**src/rtl/u8u16_pkg.sv**
```systemverilog
`timescale 1ns / 1ps

package u8u16_pkg;

  // UTF-16 constants
  localparam logic [15:0] REPL_CHAR     = 16'hFFFD;
  localparam logic [15:0] HI_SURR_BASE  = 16'hD800;
  localparam logic [15:0] LO_SURR_BASE  = 16'hDC00;
  localparam logic [20:0] SURR_FIRST    = 21'h00D800;
  localparam logic [20:0] SURR_LAST     = 21'h00DFFF;
  localparam logic [20:0] SUPP_BASE     = 21'h010000;
  localparam logic [20:0] CODE_LIMIT    = 21'h110000;

  // UTF-8 lead byte boundaries
  localparam logic [7:0]  ASCII_LIMIT   = 8'h80;
  localparam logic [7:0]  LEAD2_FIRST   = 8'hC0;
  localparam logic [7:0]  LEAD3_FIRST   = 8'hE0;
  localparam logic [7:0]  LEAD4_FIRST   = 8'hF0;
  localparam logic [7:0]  LEAD_LIMIT    = 8'hF5;
  localparam logic [1:0]  CONT_TAG      = 2'b10;

  // default depth of the decoupling queue
  localparam int          QUEUE_DEPTH_DEF = 4;

  // one queue entry: one or two code units caused by a single byte
  typedef struct packed {
    logic        two;
    logic [15:0] unit0;
    logic [15:0] unit1;
  } u8u16_entry_t;

endpackage

```
**src/rtl/u8u16_front.sv**
```systemverilog
`timescale 1ns / 1ps

module u8u16_front (
  input  logic                  clk,
  input  logic                  rst_n,
  input  logic                  accept,
  input  logic [7:0]            in_byte,
  output logic                  push,
  output u8u16_pkg::u8u16_entry_t push_entry
);
  import u8u16_pkg::*;

  logic [1:0]  need_r, need_nxt;
  logic [20:0] acc_r, acc_nxt;

  logic        is_cont;
  logic [20:0] acc_cont;
  logic [19:0] supp_off;
  logic        f_valid;
  logic [15:0] f_unit;
  logic [1:0]  f_need;
  logic [20:0] f_acc;
  logic [1:0]  n_units;
  logic [15:0] u0, u1;

  assign is_cont  = (in_byte[7:6] == CONT_TAG);
  assign acc_cont = {acc_r[14:0], in_byte[5:0]};
  assign supp_off = 20'(acc_cont - SUPP_BASE);

  // decode of the byte as if no sequence were pending
  always_comb begin
    f_valid = 1'b0;
    f_unit  = REPL_CHAR;
    f_need  = 2'd0;
    f_acc   = '0;
    priority if (in_byte == 8'h00) begin
      f_valid = 1'b0;
    end else if (in_byte < ASCII_LIMIT) begin
      f_valid = 1'b1;
      f_unit  = {8'h00, in_byte};
    end else if (in_byte < LEAD2_FIRST) begin
      f_valid = 1'b1;
    end else if (in_byte < LEAD3_FIRST) begin
      f_need  = 2'd1;
      f_acc   = {16'h0000, in_byte[4:0]};
    end else if (in_byte < LEAD4_FIRST) begin
      f_need  = 2'd2;
      f_acc   = {17'h00000, in_byte[3:0]};
    end else if (in_byte < LEAD_LIMIT) begin
      f_need  = 2'd3;
      f_acc   = {18'h00000, in_byte[2:0]};
    end else begin
      f_valid = 1'b1;
    end
  end

  // classify against the pending sequence
  always_comb begin
    n_units  = 2'd0;
    u0       = REPL_CHAR;
    u1       = REPL_CHAR;
    need_nxt = need_r;
    acc_nxt  = acc_r;
    if (need_r != 2'd0 && is_cont) begin
      acc_nxt  = acc_cont;
      need_nxt = need_r - 2'd1;
      if (need_r == 2'd1) begin
        // sequence complete
        need_nxt = 2'd0;
        acc_nxt  = '0;
        priority if ((acc_cont >= SURR_FIRST && acc_cont <= SURR_LAST) ||
                     acc_cont >= CODE_LIMIT) begin
          n_units = 2'd1;
        end else if (acc_cont >= SUPP_BASE) begin
          n_units = 2'd2;
          u0      = HI_SURR_BASE | {6'h00, supp_off[19:10]};
          u1      = LO_SURR_BASE | {6'h00, supp_off[9:0]};
        end else begin
          n_units = 2'd1;
          u0      = acc_cont[15:0];
        end
      end
    end else if (need_r != 2'd0) begin
      // interrupted sequence: one replacement, then the byte afresh
      u0       = REPL_CHAR;
      u1       = f_unit;
      n_units  = f_valid ? 2'd2 : 2'd1;
      need_nxt = f_need;
      acc_nxt  = f_acc;
    end else begin
      u0       = f_unit;
      n_units  = {1'b0, f_valid};
      need_nxt = f_need;
      acc_nxt  = f_acc;
    end
  end

  assign push             = accept && (n_units != 2'd0);
  assign push_entry.two   = n_units[1];
  assign push_entry.unit0 = u0;
  assign push_entry.unit1 = u1;

  always_ff @(posedge clk) begin
    if (!rst_n) begin
      need_r <= 2'd0;
      acc_r  <= '0;
    end else if (accept) begin
      need_r <= need_nxt;
      acc_r  <= acc_nxt;
    end
  end

endmodule

```
**src/rtl/u8u16_queue.sv**
```systemverilog
`timescale 1ns / 1ps

module u8u16_queue #(
  parameter int DEPTH = u8u16_pkg::QUEUE_DEPTH_DEF
) (
  input  logic                    clk,
  input  logic                    rst_n,
  input  logic                    push,
  input  u8u16_pkg::u8u16_entry_t push_entry,
  input  logic                    pop,
  output u8u16_pkg::u8u16_entry_t pop_entry,
  output logic                    full,
  output logic                    empty
);
  import u8u16_pkg::*;

  localparam int PTR_W = (DEPTH > 1) ? $clog2(DEPTH) : 1;
  localparam int CNT_W = $clog2(DEPTH + 1);
  localparam logic [PTR_W-1:0] LAST_PTR = PTR_W'(DEPTH - 1);

  u8u16_entry_t     mem_r [DEPTH];
  logic [PTR_W-1:0] wr_ptr_r, wr_ptr_nxt;
  logic [PTR_W-1:0] rd_ptr_r, rd_ptr_nxt;
  logic [CNT_W-1:0] count_r, count_nxt;

  assign full      = (count_r == CNT_W'(DEPTH));
  assign empty     = (count_r == '0);
  assign pop_entry = mem_r[rd_ptr_r];

  // pointer wrap and occupancy
  always_comb begin
    wr_ptr_nxt = wr_ptr_r;
    rd_ptr_nxt = rd_ptr_r;
    count_nxt  = count_r;
    if (push) wr_ptr_nxt = (wr_ptr_r == LAST_PTR) ? '0 : wr_ptr_r + 1'b1;
    if (pop)  rd_ptr_nxt = (rd_ptr_r == LAST_PTR) ? '0 : rd_ptr_r + 1'b1;
    if (push && !pop)      count_nxt = count_r + 1'b1;
    else if (pop && !push) count_nxt = count_r - 1'b1;
  end

  always_ff @(posedge clk) begin
    if (!rst_n) begin
      wr_ptr_r <= '0;
      rd_ptr_r <= '0;
      count_r  <= '0;
    end else begin
      wr_ptr_r <= wr_ptr_nxt;
      rd_ptr_r <= rd_ptr_nxt;
      count_r  <= count_nxt;
    end
  end

  // entry storage, no reset
  always_ff @(posedge clk) begin
    if (push) mem_r[wr_ptr_r] <= push_entry;
  end

  a_no_overflow: assert property (@(posedge clk) disable iff (!rst_n)
    push |-> !full) else $error("queue written while full");

  a_no_underflow: assert property (@(posedge clk) disable iff (!rst_n)
    pop |-> !empty) else $error("queue read while empty");

  a_count_track: assert property (@(posedge clk) disable iff (!rst_n)
    (push && !pop) |=> (count_r == $past(count_r) + 1'b1))
    else $error("queue occupancy did not follow a write");

endmodule

```
**src/rtl/u8u16_back.sv**
```systemverilog
`timescale 1ns / 1ps

module u8u16_back (
  input  logic                    clk,
  input  logic                    rst_n,
  input  u8u16_pkg::u8u16_entry_t q_entry,
  input  logic                    q_empty,
  output logic                    q_pop,
  output logic                    out_valid,
  input  logic                    out_ready,
  output logic [15:0]             out_code_unit,
  output logic                    out_run_last
);
  import u8u16_pkg::*;

  u8u16_entry_t ent_r, ent_nxt;
  logic         valid_r, valid_nxt;
  logic         phase_r, phase_nxt;
  logic         take;

  // ready for a new entry when empty or when the final unit leaves
  assign take  = !valid_r || (out_ready && (phase_r || !ent_r.two));
  assign q_pop = take && !q_empty;

  always_comb begin
    ent_nxt   = ent_r;
    valid_nxt = valid_r;
    phase_nxt = phase_r;
    if (take) begin
      ent_nxt   = q_entry;
      valid_nxt = !q_empty;
      phase_nxt = 1'b0;
    end else if (out_ready) begin
      phase_nxt = 1'b1;
    end
  end

  always_ff @(posedge clk) begin
    if (!rst_n) begin
      valid_r <= 1'b0;
      phase_r <= 1'b0;
    end else begin
      valid_r <= valid_nxt;
      phase_r <= phase_nxt;
    end
  end

  always_ff @(posedge clk) begin
    ent_r <= ent_nxt;
  end

  assign out_valid     = valid_r;
  assign out_code_unit = phase_r ? ent_r.unit1 : ent_r.unit0;
  assign out_run_last  = phase_r || !ent_r.two;

  a_phase_pair: assert property (@(posedge clk) disable iff (!rst_n)
    (valid_r && phase_r) |-> ent_r.two) else $error("second unit of a single entry");

  a_hold_stall: assert property (@(posedge clk) disable iff (!rst_n)
    (out_valid && !out_ready) |=> (out_valid && $stable(out_code_unit)))
    else $error("result changed while stalled");

  a_pair_order: assert property (@(posedge clk) disable iff (!rst_n)
    (out_valid && out_ready && !out_run_last) |=> (out_valid && phase_r))
    else $error("low surrogate did not follow");

endmodule

```
**src/rtl/utf8_to_utf16_transcoder.sv**
```systemverilog
`timescale 1ns / 1ps
// Channel  Ports                                   Dir  Meaning
// input    in_valid, in_ready, in_byte[7:0]        in   UTF-8 bytes, zero ends a string
// output   out_valid, out_ready,                   out  UTF-16 code units,
//          out_code_unit[15:0], out_run_last            run_last on a byte's final unit
//
// A byte is taken every cycle while the queue has room; its first unit is written to
// the queue, then registered in the output stage once that stage is clear, and offered.
// The output stage sends one code unit a cycle while out_ready is high, so a byte
// that yields a pair occupies it for both units; that stage sets the sustained rate.
// Reset (synchronous, rst_n low) clears the pending sequence, queue and output.
// Output stalls back up through the queue of QUEUE_DEPTH entries to in_ready.

module utf8_to_utf16_transcoder #(
  parameter int QUEUE_DEPTH = u8u16_pkg::QUEUE_DEPTH_DEF
) (
  input  logic        clk,
  input  logic        rst_n,
  input  logic        in_valid,
  output logic        in_ready,
  input  logic [7:0]  in_byte,
  output logic        out_valid,
  input  logic        out_ready,
  output logic [15:0] out_code_unit,
  output logic        out_run_last
);
  import u8u16_pkg::*;

  u8u16_entry_t push_entry, pop_entry;
  logic         push, pop, full, empty, accept;

  assign in_ready = !full;
  assign accept   = in_valid && in_ready;

  u8u16_front u_front (
    .clk        (clk),
    .rst_n      (rst_n),
    .accept     (accept),
    .in_byte    (in_byte),
    .push       (push),
    .push_entry (push_entry)
  );

  u8u16_queue #(
    .DEPTH (QUEUE_DEPTH)
  ) u_queue (
    .clk        (clk),
    .rst_n      (rst_n),
    .push       (push),
    .push_entry (push_entry),
    .pop        (pop),
    .pop_entry  (pop_entry),
    .full       (full),
    .empty      (empty)
  );

  u8u16_back u_back (
    .clk           (clk),
    .rst_n         (rst_n),
    .q_entry       (pop_entry),
    .q_empty       (empty),
    .q_pop         (pop),
    .out_valid     (out_valid),
    .out_ready     (out_ready),
    .out_code_unit (out_code_unit),
    .out_run_last  (out_run_last)
  );

endmodule
```
**config.mk**
```make
export PLATFORM = sky130hd
export DESIGN_NAME = utf8_to_utf16_transcoder
export DESIGN_NICKNAME = d
export VERILOG_FILES = /design/src/rtl/u8u16_pkg.sv /design/src/rtl/u8u16_front.sv /design/src/rtl/u8u16_queue.sv /design/src/rtl/u8u16_back.sv /design/src/rtl/utf8_to_utf16_transcoder.sv
export SDC_FILE = /design/constraint.sdc
export NUM_CORES = 1
export LEC_CHECK = 0
export BUFFER_PORTS_ARGS = -buffer_cell sky130_fd_sc_hd__buf_2
export CAP_MARGIN = 20
export CORE_ASPECT_RATIO = 0.7
export CORE_MARGIN = 3
export CORE_UTILIZATION = 50
export DETAILED_ROUTE_END_ITERATION = 12
export PLACE_DENSITY = 0.69
export REMOVE_ABC_BUFFERS = 1
export SETUP_SLACK_MARGIN = 0.2
export SYNTH_ARGS = -nofsm -noshare
export SYNTH_HDL_FRONTEND = slang
export SYNTH_SLANG_ARGS = --single-unit
```
**constraint.sdc**
```tcl
create_clock -name clk -period 3.9 [get_ports clk]
set_input_delay 0.78 -clock clk [delete_from_list [all_inputs] [get_ports clk]]
set_output_delay 0.78 -clock clk [all_outputs]
set_load 0.03 [all_outputs]
```
==> results of run 1 <==
cells in the mapped netlist, types with 4 or more instances:
master | n | area [um2]
a211oi_1 | 4 | 30.0
a22oi_1 | 13 | 97.6
o21ai_0 | 10 | 50.1
dfxtp_1 | 26 | 521
or2_1 | 5 | 31.3
and2_1 | 4 | 25.0
o22a_1 | 4 | 35.0
nor2_1 | 28 | 105
nor2b_1 | 7 | 43.8
nor4_1 | 5 | 31.3
nor3_1 | 4 | 20.0
nand2_1 | 14 | 52.6
mux2i_1 | 4 | 40.0
clkbuf_1 | 9 | 33.8
edfxtp_1 | 145 | 4350
a21oi_1 | 14 | 70.1
mux2_2 | 11 | 124
o21a_1 | 4 | 30.0
inv_1 | 20 | 75.1
ha_1 | 12 | 150
mux4_2 | 29 | 653
sequential cells by signal, summed over array words and instances, names as in the netlist:
signal and count:
u_back.ent_r 29, u_back.out_valid 1, u_back.phase_r 1, u_front.acc_r 15
u_front.need_r 2, u_queue.count_r 3, u_queue.mem_r 116, u_queue.rd_ptr_r 2
u_queue.wr_ptr_r 2
cells in the final DEF, fill, tap and decap left out, types with 5 or more instances in the layout:
cell         n
a21oi_1     14
a22oi_1     13
buf_2       30
buf_4       12
clkbuf_16   17
dfxtp_1     25
edfxtp_1   145
ha_1        12
inv_1       20
mux2_2      11
mux4_2      29
nand2_1     14
nor2_1      28
nor2b_1      7
nor4_1       5
o21ai_0     10
or2_1        5
metal layers:
metal	GRT usage, %	vias to the layer above
li1	-	1788
met1	27.4	1948
met2	28.2	124
met3	4.56	27
met4	7.05	0
met5	0	-
cells by family (layout without fill, tap and decap cells):
| family | after synthesis | in the layout |
|---|---|---|
| AOI/OAI and AO/OA | 74 | 74 |
| xor gates and xnor gates | 3 | 3 |
| adders and majority gates | 13 | 13 |
| buffers and inverters | 36 | 94 |
| DFF | 171 | 171 |
| muxes | 44 | 44 |
| and+or+nand+nor | 90 | 90 |
worst min path at each step:
stage | slack (ps) | end | cells past startpoint | from
floorplan | 470 | u_front.need_r[1] | 2 | u_front.need_r[1]
global placement | 480 | u_front.need_r[1] | 2 | u_front.need_r[1]
detailed placement | 500 | u_front.need_r[0] | 2 | u_front.need_r[0]
CTS | 520 | u_front.need_r[0] | 2 | u_front.need_r[0]
global route | 560 | u_front.need_r[1] | 2 | u_front.need_r[1]
finish | 510 | u_front.need_r[1] | 2 | u_front.need_r[1]
through the flow:
stage          worst slack, ps  std cells  cell area, um2  power (W)
2_1_floorplan              216        415            7030    0.00351
3_3_place_gp               251        642            7500    0.00388
3_5_place_dp              76.4        642            7500    0.00393
4_1_cts                    536        674            8110    0.00565
5_1_grt                    371        674            8110    0.00588
6_report                   524        674            8110    0.00560
power groups by stage:
stage	clock (W)	combinational, W	sequential, W
floorplan	0	0.000910	0.00260
global placement	0	0.00129	0.00258
detailed placement	0	0.00133	0.00260
CTS	0.00176	0.00134	0.00256
global route	0.00185	0.00144	0.00259
finish	0.00174	0.00131	0.00255
area by class of cell:
type	count	area, um2
clock buffer	17	425
clock inverter	15	186
tap	185	231
timing repair buffer	42	240
fill	1014	5420
sequential	171	4880
multi-input combinational	224	2080
inverter	20	75.1
worst max-delay path, delay by kind of cell:
family / cells / cell delay (ps)
adders and majority gates: 3 / 920
and+or+nand+nor: 4 / 1070
AOI/OAI and AO/OA: 3 / 560
buffers and inverters: 2 / 200
xor gates and xnor gates: 1 / 180
==> results.json, run 1 <==
{
  "whs_ps": 512,
  "status": "finished clean",
  "routed_wirelength_mm": 13.8,
  "diodes": 0,
  "synth_compound_area_share_pct": 7.99,
  "synth-xor-area-share_pct": 0.369,
  "syn_inst": 431,
  "synth_top_family_by_area": "multiplexers",
  "clkSlewWorstSetupHoldPaths_ps": 60,
  "crit_end": "u_queue.count_r[2]",
  "cpMostUsedCell": "ha_1",
  "design.die.area_mm2": 0.0157,
  "seqPwrFrac_pct": 45.6,
  "grt_pass1_wl_mm": 22.2,
  "place.gp.congestion": 0.879,
  "fin_nets": 501,
  "die_x_um": 149,
  "p_sw_w": 0.00164,
  "overflow": 0,
  "drtAntennaViolNets": 0,
  "hp-class": "reg -> reg",
  "fin_crit_ps": 3380,
  "pwr-share-comb_pct": 23.4,
  "postSynthAreaPerCell_um2": 16.5,
  "dr_wl_met2_mm": 6.53,
  "regToRegEndpoint": "u_queue.count_r[2]",
  "utilization_pct": 59.9,
  "ys_warn_count": 0,
  "synth_mux_area_share_pct": 11.5,
  "cp_slowest_cell": "fa_1",
  "core_area_mm2": 0.0135,
  "synth_cell_types": 63,
  "cp_max_fo": 4,
  "syn_area_mm2": 0.00711,
  "io_pins": 31,
  "p_sw_share_pct": 29.3,
  "p_leak_nw": 2.68,
  "regToRegSetupSlack_ps": 1000,
  "crit_path_end_kind": "flop",
  "drt-pass1-iter-count": 5,
  "pwr_density_cell_mw_per_mm2": 690,
  "numClockSinks": 171,
  "grt_usage_pct": 18.9,
  "postCtsResizedCells": 0,
  "clockPowerShare_pct": 31.0,
  "drive_above_1_share_pct": 26.6,
  "avgRoutedWirePerCell_um": 20.5,
  "die_h_um": 106,
  "rsz0062_at_grt": "false",
  "vias": 3887,
  "critPathArrivalTime_ps": 3720,
  "worstPathCellList": "buf_2, or2_2, or2b_2, o31a_1, ha_1, o31ai_1, nor2_1, ha_1, inv_1, fa_1, xor2_1, or3_1, a21boi_0",
  "crit_start": "in_byte[1]",
  "routed-wl-met3_um": 679,
  "yosys.area_share.simple_pct": 6.97,
  "htree_levels": 4,
  "maxSlewHeadroom_pct": 42.6,
  "hold_violations": 0,
  "clock_latency_ps": 430,
  "area_delta_synth_final_pct": 14.1,
  "p_int_w": 0.00396,
  "hold_buffers": 0,
  "post_cts_buffers": 0,
  "tightest_slew_ps": 861,
  "maxSlewViolCount": 0,
  "fmax_mhz": 296,
  "crit_required_ps": 4240,
  "grt_max_degree": 32,
  "cts_tree": "built",
  "fin_setup_tns_ps": 0,
  "met1Wirelength_mm": 6.35,
  "synthFlopType": "edfxtp_1",
  "post-route-period-util_pct": 86.6,
  "antenna_found_initial": 0,
  "clockBufferDepth": 2,
  "dp_hpwl_mm": 8.70,
  "root_buffer": "clkbuf_16",
  "grt_pass1_vias": 4006,
  "top_layer": "met4",
  "final.setup_skew_ps": 8.75,
  "initial_utilization_pct": 52.6,
  "async_flop_share_pct": 0,
  "vias_per_cell": 5.77,
  "port_buffers": 30,
  "timing.rr.start": "u_front.need_r[0]",
  "finalSetupViolCount": 0,
  "ys_ff_latch": 171,
  "drv_cap": 0,
  "ir_drop_v": 0.000421,
  "drc": 0,
  "fp-row-count": 35,
  "ys_seq_area_share_pct": 68.5,
  "critPathLaunchType": "input port",
  "max_stage_delay_ps": 430,
  "drt_iter0_drc": 308,
  "cts_made_buffers": 17,
  "synth_edf_count": 145,
  "reg2regPathDepth": 11,
  "worstSetupPathType": "in -> reg",
  "synth_fa_ha_area_share_pct": 2.39
}
(Power assumes the default switching activity.)
==> run 2: changes to the inputs <==
CORE_UTILIZATION = 52   (was 50)
PLACE_DENSITY = 0.72   (was 0.69)
==> run 2 against run 1 <==
Highest routed layer unchanged. Critical path type unchanged. Via count rose by 2.1%. Largest cell class unchanged. Fmax fell by 3.1%. Utilization is 1.3 points higher.
==> results.json, run 2 (synthesis results as in run 1) <==
{
  "place.gp.congestion": 0.961,
  "fmax_mhz": 287,
  "reg_top3": "u_queue.mem_r x116, u_back.ent_r x29, u_front.acc_r x15",
  "htree_levels": 4,
  "hp-class": "reg -> reg",
  "ir_drop_v": 0.000391,
  "final.setup_skew_ps": 9.23,
  "clkSlewWorstSetupHoldPaths_ps": 60,
  "clockBufferDepth": 2,
  "regToRegSetupSlack_ps": 920,
  "die_h_um": 104,
  "drive_above_1_share_pct": 27.3,
  "hp-start": "u_front.need_r[1]",
  "layout_commonest_cell": "edfxtp_1",
  "crit_required_ps": 4220,
  "drt-pass1-iter-count": 5,
  "numClockSinks": 171,
  "seqPwrFrac_pct": 46.1,
  "largest_register_ffs": 116,
  "reg2regPathDepth": 11,
  "pwr_density_cell_mw_per_mm2": 681,
  "dp_cells": 647,
  "rsz0062_at_grt": "false",
  "crit_path_end_kind": "flop",
  "finalPower_w": 0.00553,
  "cp_slowest_cell": "fa_1",
  "io_pins": 31,
  "cp_top_family": "simple AND/OR/NAND/NOR gates",
  "finalSetupViolCount": 0,
  "timing.rr.start": "u_front.need_r[0]",
  "p_int_w": 0.00390,
  "worstPathCellList": "buf_2, nor4_1, or2b_2, o31a_1, ha_1, o31ai_1, nor2_1, ha_1, inv_1, fa_1, xor2_1, or3_1, a21boi_0",
  "top_register": "u_queue.mem_r",
  "p_sw_share_pct": 29.4,
  "hold_violations": 0,
  "area_delta_synth_final_pct": 14.3,
  "final_cell_mix": "edfxtp_1 (145), buf_2 (30), mux4_2 (29)",
  "die_x_um": 146,
  "overflow": 0,
  "status": "finished clean",
  "port_buffers": 30,
  "critPathLaunchType": "input port",
  "cpMostUsedCell": "ha_1",
  "grt_usage_pct": 19.4,
  "crit_start": "in_byte[3]",
  "clockPowerShare_pct": 30.2,
  "max_stage_delay_ps": 430,
  "grt_max_degree": 32,
  "cts_made_buffers": 17,
  "drt_iter0_drc": 245,
  "avgRoutedWirePerCell_um": 20.7,
  "maxSlewHeadroom_pct": 44.5,
  "fin_setup_tns_ps": 0,
  "placed_area_mm2": 0.00754,
  "whs_path_depth": 2,
  "critPathArrivalTime_ps": 3800,
  "fin_crit_ps": 3480,
  "diodes": 0,
  "antenna_found_initial": 0,
  "core_area_mm2": 0.0133,
  "regToRegEndpoint": "u_queue.count_r[2]",
  "fin_cells": 679,
  "p_leak_nw": 2.70,
  "p_sw_w": 0.00163,
  "design_area_mm2": 0.00813,
  "dp_hpwl_mm": 9.26,
  "maxSlewViolCount": 0,
  "hold_end": "u_front.need_r[1]",
  "path_buf_inv": 2,
  "vias_per_cell": 5.85,
  "worstSetupPathType": "in -> reg",
  "grt_pass1_vias": 4023,
  "cts_tree": "built",
  "root_buffer": "clkbuf_16",
  "routed_wirelength_mm": 14.1,
  "drc": 0,
  "cp_max_fo": 6,
  "postCtsResizedCells": 0,
  "initial_utilization_pct": 53.6,
  "pwr-share-comb_pct": 23.8,
  "clock_latency_ps": 410,
  "design.die.area_mm2": 0.0151,
  "drtAntennaViolNets": 0,
  "tightest_slew_ps": 824,
  "post-route-period-util_pct": 89.3,
  "vias": 3970,
  "hold_buffers": 0,
  "drv_cap": 0,
  "fp-row-count": 35,
  "grt_pass1_wl_mm": 22.5,
  "fin_nets": 506,
  "post_cts_buffers": 0
}
## run 2: layout make-up
| cell class | instances | area [um2] |
|---|---|---|
| clock buffers | 18 | 429 |
| clock inverters | 14 | 161 |
| fillers | 999 | 5140 |
| inverters | 20 | 75.1 |
| multi-input cells | 224 | 2080 |
| flip-flops and latches | 171 | 4880 |
| well taps | 185 | 231 |
| repair buffers | 47 | 278 |
## run 2: routing by layer
| metal | GRT usage [%] | part of all wire (%) | up-vias |
|---|---|---|---|
| met3 | 4.37 | 6.1 | 18 |
| met2 | 29.7 | 46 | 146 |
| met4 | 5.28 | 1.5 | 0 |
| met5 | 0 | 0 | - |
| li1 | - | - | 1794 |
| met1 | 28.4 | 46 | 2012 |
## run 2: power by group through the flow
stage / Combinational, W / Clock [W] / Sequential [W]
4_1_cts: 0.00134 / 0.00170 / 0.00256
2_1_floorplan: 0.000910 / 0 / 0.00260
3_5_place_dp: 0.00133 / 0 / 0.00259
5_1_grt: 0.00143 / 0.00178 / 0.00259
6_report: 0.00131 / 0.00167 / 0.00255
3_3_place_gp: 0.00130 / 0 / 0.00258
## run 2: worst max path at each step
stage / endpoint / cells after the start / slack, ps
2_1_floorplan: u_queue.count_r[2] / 12 / 220
3_3_place_gp: u_queue.count_r[2] / 13 / 220
3_5_place_dp: u_queue.count_r[2] / 13 / 10
4_1_cts: u_queue.count_r[2] / 13 / 450
5_1_grt: u_queue.count_r[2] / 13 / 300
6_report: u_queue.count_r[2] / 13 / 420
## run 2: metrics by stage
| stage | hold slack (ps) | util [%] | setup WS (ps) |
|---|---|---|---|
| after global routing | 568 | 61.3 | 302 |
| after floorplan | 469 | - | 216 |
| final | 518 | 61.3 | 417 |
| after detailed placement | 516 | 56.8 | 13.9 |
| after CTS | 516 | 61.3 | 445 |
| after global placement | 484 | 56.8 | 216 |
## run 2: tightest hold or removal path: cells and delay by family, from the launching register on
family | cells | cell delay (ps)
AOI/OAI and AO/OA | 1 | 80
buffers and inverters | 1 | 90
DFF | 1 | 300
==> run 3: changes to the inputs <==
ABC_AREA = 1   (was default)
==> run 3 against run 2 <==
Combinational power increased by 30%. Synthesized cell count increased by 60%. Via count up 32%. Total power is 5.9% higher. Fmax up 16%. Final cell count is 36% higher. Hold slack worse by 19 ps. Final area up 1.9%. First-iteration DRC count increased by 120%. Critical path type unchanged. Area after synthesis grew 3.3%.
==> results.json, run 3 <==
{
  "hp-class": "reg -> reg",
  "synth_compound_area_share_pct": 11.5,
  "root_buffer": "clkbuf_16",
  "worstSetupPathType": "in -> reg",
  "cts_tree": "built",
  "synth_area_leaders": "edfxtp_1 (59%), dfxtp_1 (7.1%), nand2_1 (6.0%)",
  "die_x_um": 148,
  "clock_latency_ps": 420,
  "status": "finished clean",
  "fmax_mhz": 332,
  "rsz0062_at_grt": "false",
  "postCtsResizedCells": 0,
  "syn_area_mm2": 0.00735,
  "ir_drop_v": 0.000320,
  "synth_cell_types": 41,
  "yosys.area_share.simple_pct": 15.1,
  "seq_area_mm2": 0.00487,
  "pwr_density_cell_mw_per_mm2": 707,
  "die_h_um": 105,
  "synth-xor-area-share_pct": 0.119,
  "maxSlewViolCount": 0,
  "fill_cells": 1117,
  "critPathLaunchType": "input port",
  "critPathArrivalTime_ps": 3370,
  "numClockSinks": 171,
  "io_pins": 31,
  "ys_warn_count": 0,
  "drive_above_1_share_pct": 13.0,
  "port_buffers": 30,
  "crit_path_end_kind": "flop",
  "pwr-share-comb_pct": 28.9,
  "fin_ws_ps": 887,
  "synth_fa_ha_area_share_pct": 2.32,
  "pre_cts_ws_ps": 445,
  "final_cell_mix": "edfxtp_1 (145), nand2_1 (117), nor2_1 (98)",
  "grt_usage_pct": 23.5,
  "hold_buffers": 0,
  "dp_hpwl_mm": 10.9,
  "antenna_found_initial": 0,
  "cts_made_buffers": 17,
  "core_area_mm2": 0.0135,
  "area_delta_synth_final_pct": 12.8,
  "synth_mux_area_share_pct": 0,
  "synth_area_leader_cell": "edfxtp_1",
  "clockPowerShare_pct": 27.4,
  "p_sw_w": 0.00206,
  "syn_inst": 690,
  "drc": 0,
  "fin_crit_ps": 3010,
  "fp-row-count": 35,
  "synth_edf_count": 145,
  "ys_seq_area_share_pct": 66.3,
  "layout_commonest_cell": "edfxtp_1",
  "clkSlewWorstSetupHoldPaths_ps": 60,
  "overflow": 0,
  "routed_wirelength_mm": 17.5,
  "p_int_w": 0.00379,
  "seqPwrFrac_pct": 43.7,
  "place.gp.congestion": 1.00,
  "grt_pass1_vias": 5155,
  "drtAntennaViolNets": 0,
  "htree_levels": 4,
  "tightest_slew_ps": 848,
  "vias": 5225,
  "p_leak_nw": 3.10,
  "postSynthAreaPerCell_um2": 10.6,
  "top_register": "u_queue.mem_r",
  "drv_cap": 0,
  "final.setup_skew_ps": 9.73,
  "grt_max_degree": 61,
  "synth_most_common_cell": "edfxtp_1",
  "finalSetupViolCount": 0,
  "post_cts_buffers": 0,
  "drt-pass1-iter-count": 6,
  "vias_per_cell": 5.67,
  "synth.top_cells.by_count": "edfxtp_1 (145), nand2_1 (117), nor2_1 (102), o21ai_0 (81), inv_1 (53)",
  "avgRoutedWirePerCell_um": 19.0,
  "grt_pass1_wl_mm": 27.9,
  "hold_violations": 0,
  "initial_utilization_pct": 54.5,
  "design.die.area_mm2": 0.0156,
  "reg_top3": "u_queue.mem_r x116, u_back.ent_r x29, u_front.acc_r x15",
  "ys_ff_latch": 171,
  "fin_setup_tns_ps": 0,
  "synthFlopType": "edfxtp_1",
  "multiInputGateArea_mm2": 0.00214,
  "async_flop_share_pct": 0,
  "crit_required_ps": 4260,
  "largest_register_ffs": 116,
  "maxSlewHeadroom_pct": 43.4,
  "cp_max_fo": 5,
  "clockBufferDepth": 2,
  "drt_iter0_drc": 537,
  "synth_top_area_share_pct": 59.3,
  "fin_nets": 748,
  "synth_top_family_by_area": "simple AND/OR/NAND/NOR gates",
  "diodes": 0,
  "p_sw_share_pct": 35.2,
  "post-route-period-util_pct": 77.3
}
-- run 3: cell count changes in the layout (fill, tap and decap cells not counted), moves of 26 or more --
cell     previous run  this run
nor2_1             28        98
inv_1              20        53
o21ai_0            10        81
o22ai_1             3        29
mux4_2             29         0
nand2_1            14       117
-- run 3: stage by stage --
stage / utilization [%] / total power, W / cell area, um2 / std cells / hold slack [ps]
3_5_place_dp: 57.2 / 0.00429 / 7720 / 889 / 488
2_1_floorplan: - / 0.00369 / 7220 / 660 / 452
6_report: 61.4 / 0.00586 / 8290 / 921 / 498
5_1_grt: 61.4 / 0.00620 / 8290 / 921 / 537
3_3_place_gp: 57.2 / 0.00422 / 7720 / 889 / 468
4_1_cts: 61.4 / 0.00589 / 8290 / 921 / 500
-- run 3: power groups by stage --
stage	Combinational (W)	Sequential, W	Clock (W)
5_1_grt	0.00189	0.00259	0.00172
2_1_floorplan	0.00105	0.00264	0
4_1_cts	0.00170	0.00256	0.00164
3_5_place_dp	0.00169	0.00259	0
3_3_place_gp	0.00163	0.00259	0
6_report	0.00170	0.00256	0.00161
-- run 3: final cells by class --
cell class                 instances  share of cell area [%]
inverter                          58                    2.67
clock buffer                      17                    5.13
sequential                       171                    58.8
clock inverter                    15                    1.69
tap                              185                    2.79
multi-input combinational        431                    25.8
timing repair buffer              44                    3.08
-- run 3: cells by family after synthesis --
group | after synthesis
DFF | 171
xor gates and xnor gates | 1
buffers and inverters | 88
adders and majority gates | 13
and+or+nand+nor | 263
AOI/OAI and AO/OA | 154
-- run 3: path summary, 6_finish.rpt --
| path | start | to | slack, ps | cells after the start |
|---|---|---|---|---|
| setup / recovery | in_byte[0] | u_queue.count_r[2] | 890 | 21 |
| hold / removal | u_queue.count_r[2] | u_queue.count_r[2] | 500 | 2 |
| setup reg to reg | u_front.acc_r[11] | u_queue.count_r[2] | 1030 | 20 |
| hold reg to reg | u_queue.count_r[2] | u_queue.count_r[2] | 500 | 2 |
-- run 3: critical path, stage by stage --
cell and delay [ps]:
buf_2 120, inv_1 100, nand2_1 90, nor3_2 150, nand4_1 130, inv_1 130
nor2_1 60, ha_1 280, nand2_1 40, a21boi_1 130, nand2_2 110, nand2_2 110
inv_1 80, ha_1 130, inv_1 80, fa_1 440, nor2_1 110, nor2_1 40
nand2_1 70, o21ai_0 70, a21oi_1 110
-- run 3: metal layers --
metal / share of wire [%] / vias to the layer above / track usage [%]
met3: 8.7 / 25 / 6.06
li1: - / 2468 / -
met5: 0 / - / 0
met4: 1.6 / 0 / 7.65
met2: 44 / 203 / 35.2
met1: 45 / 2529 / 33.6
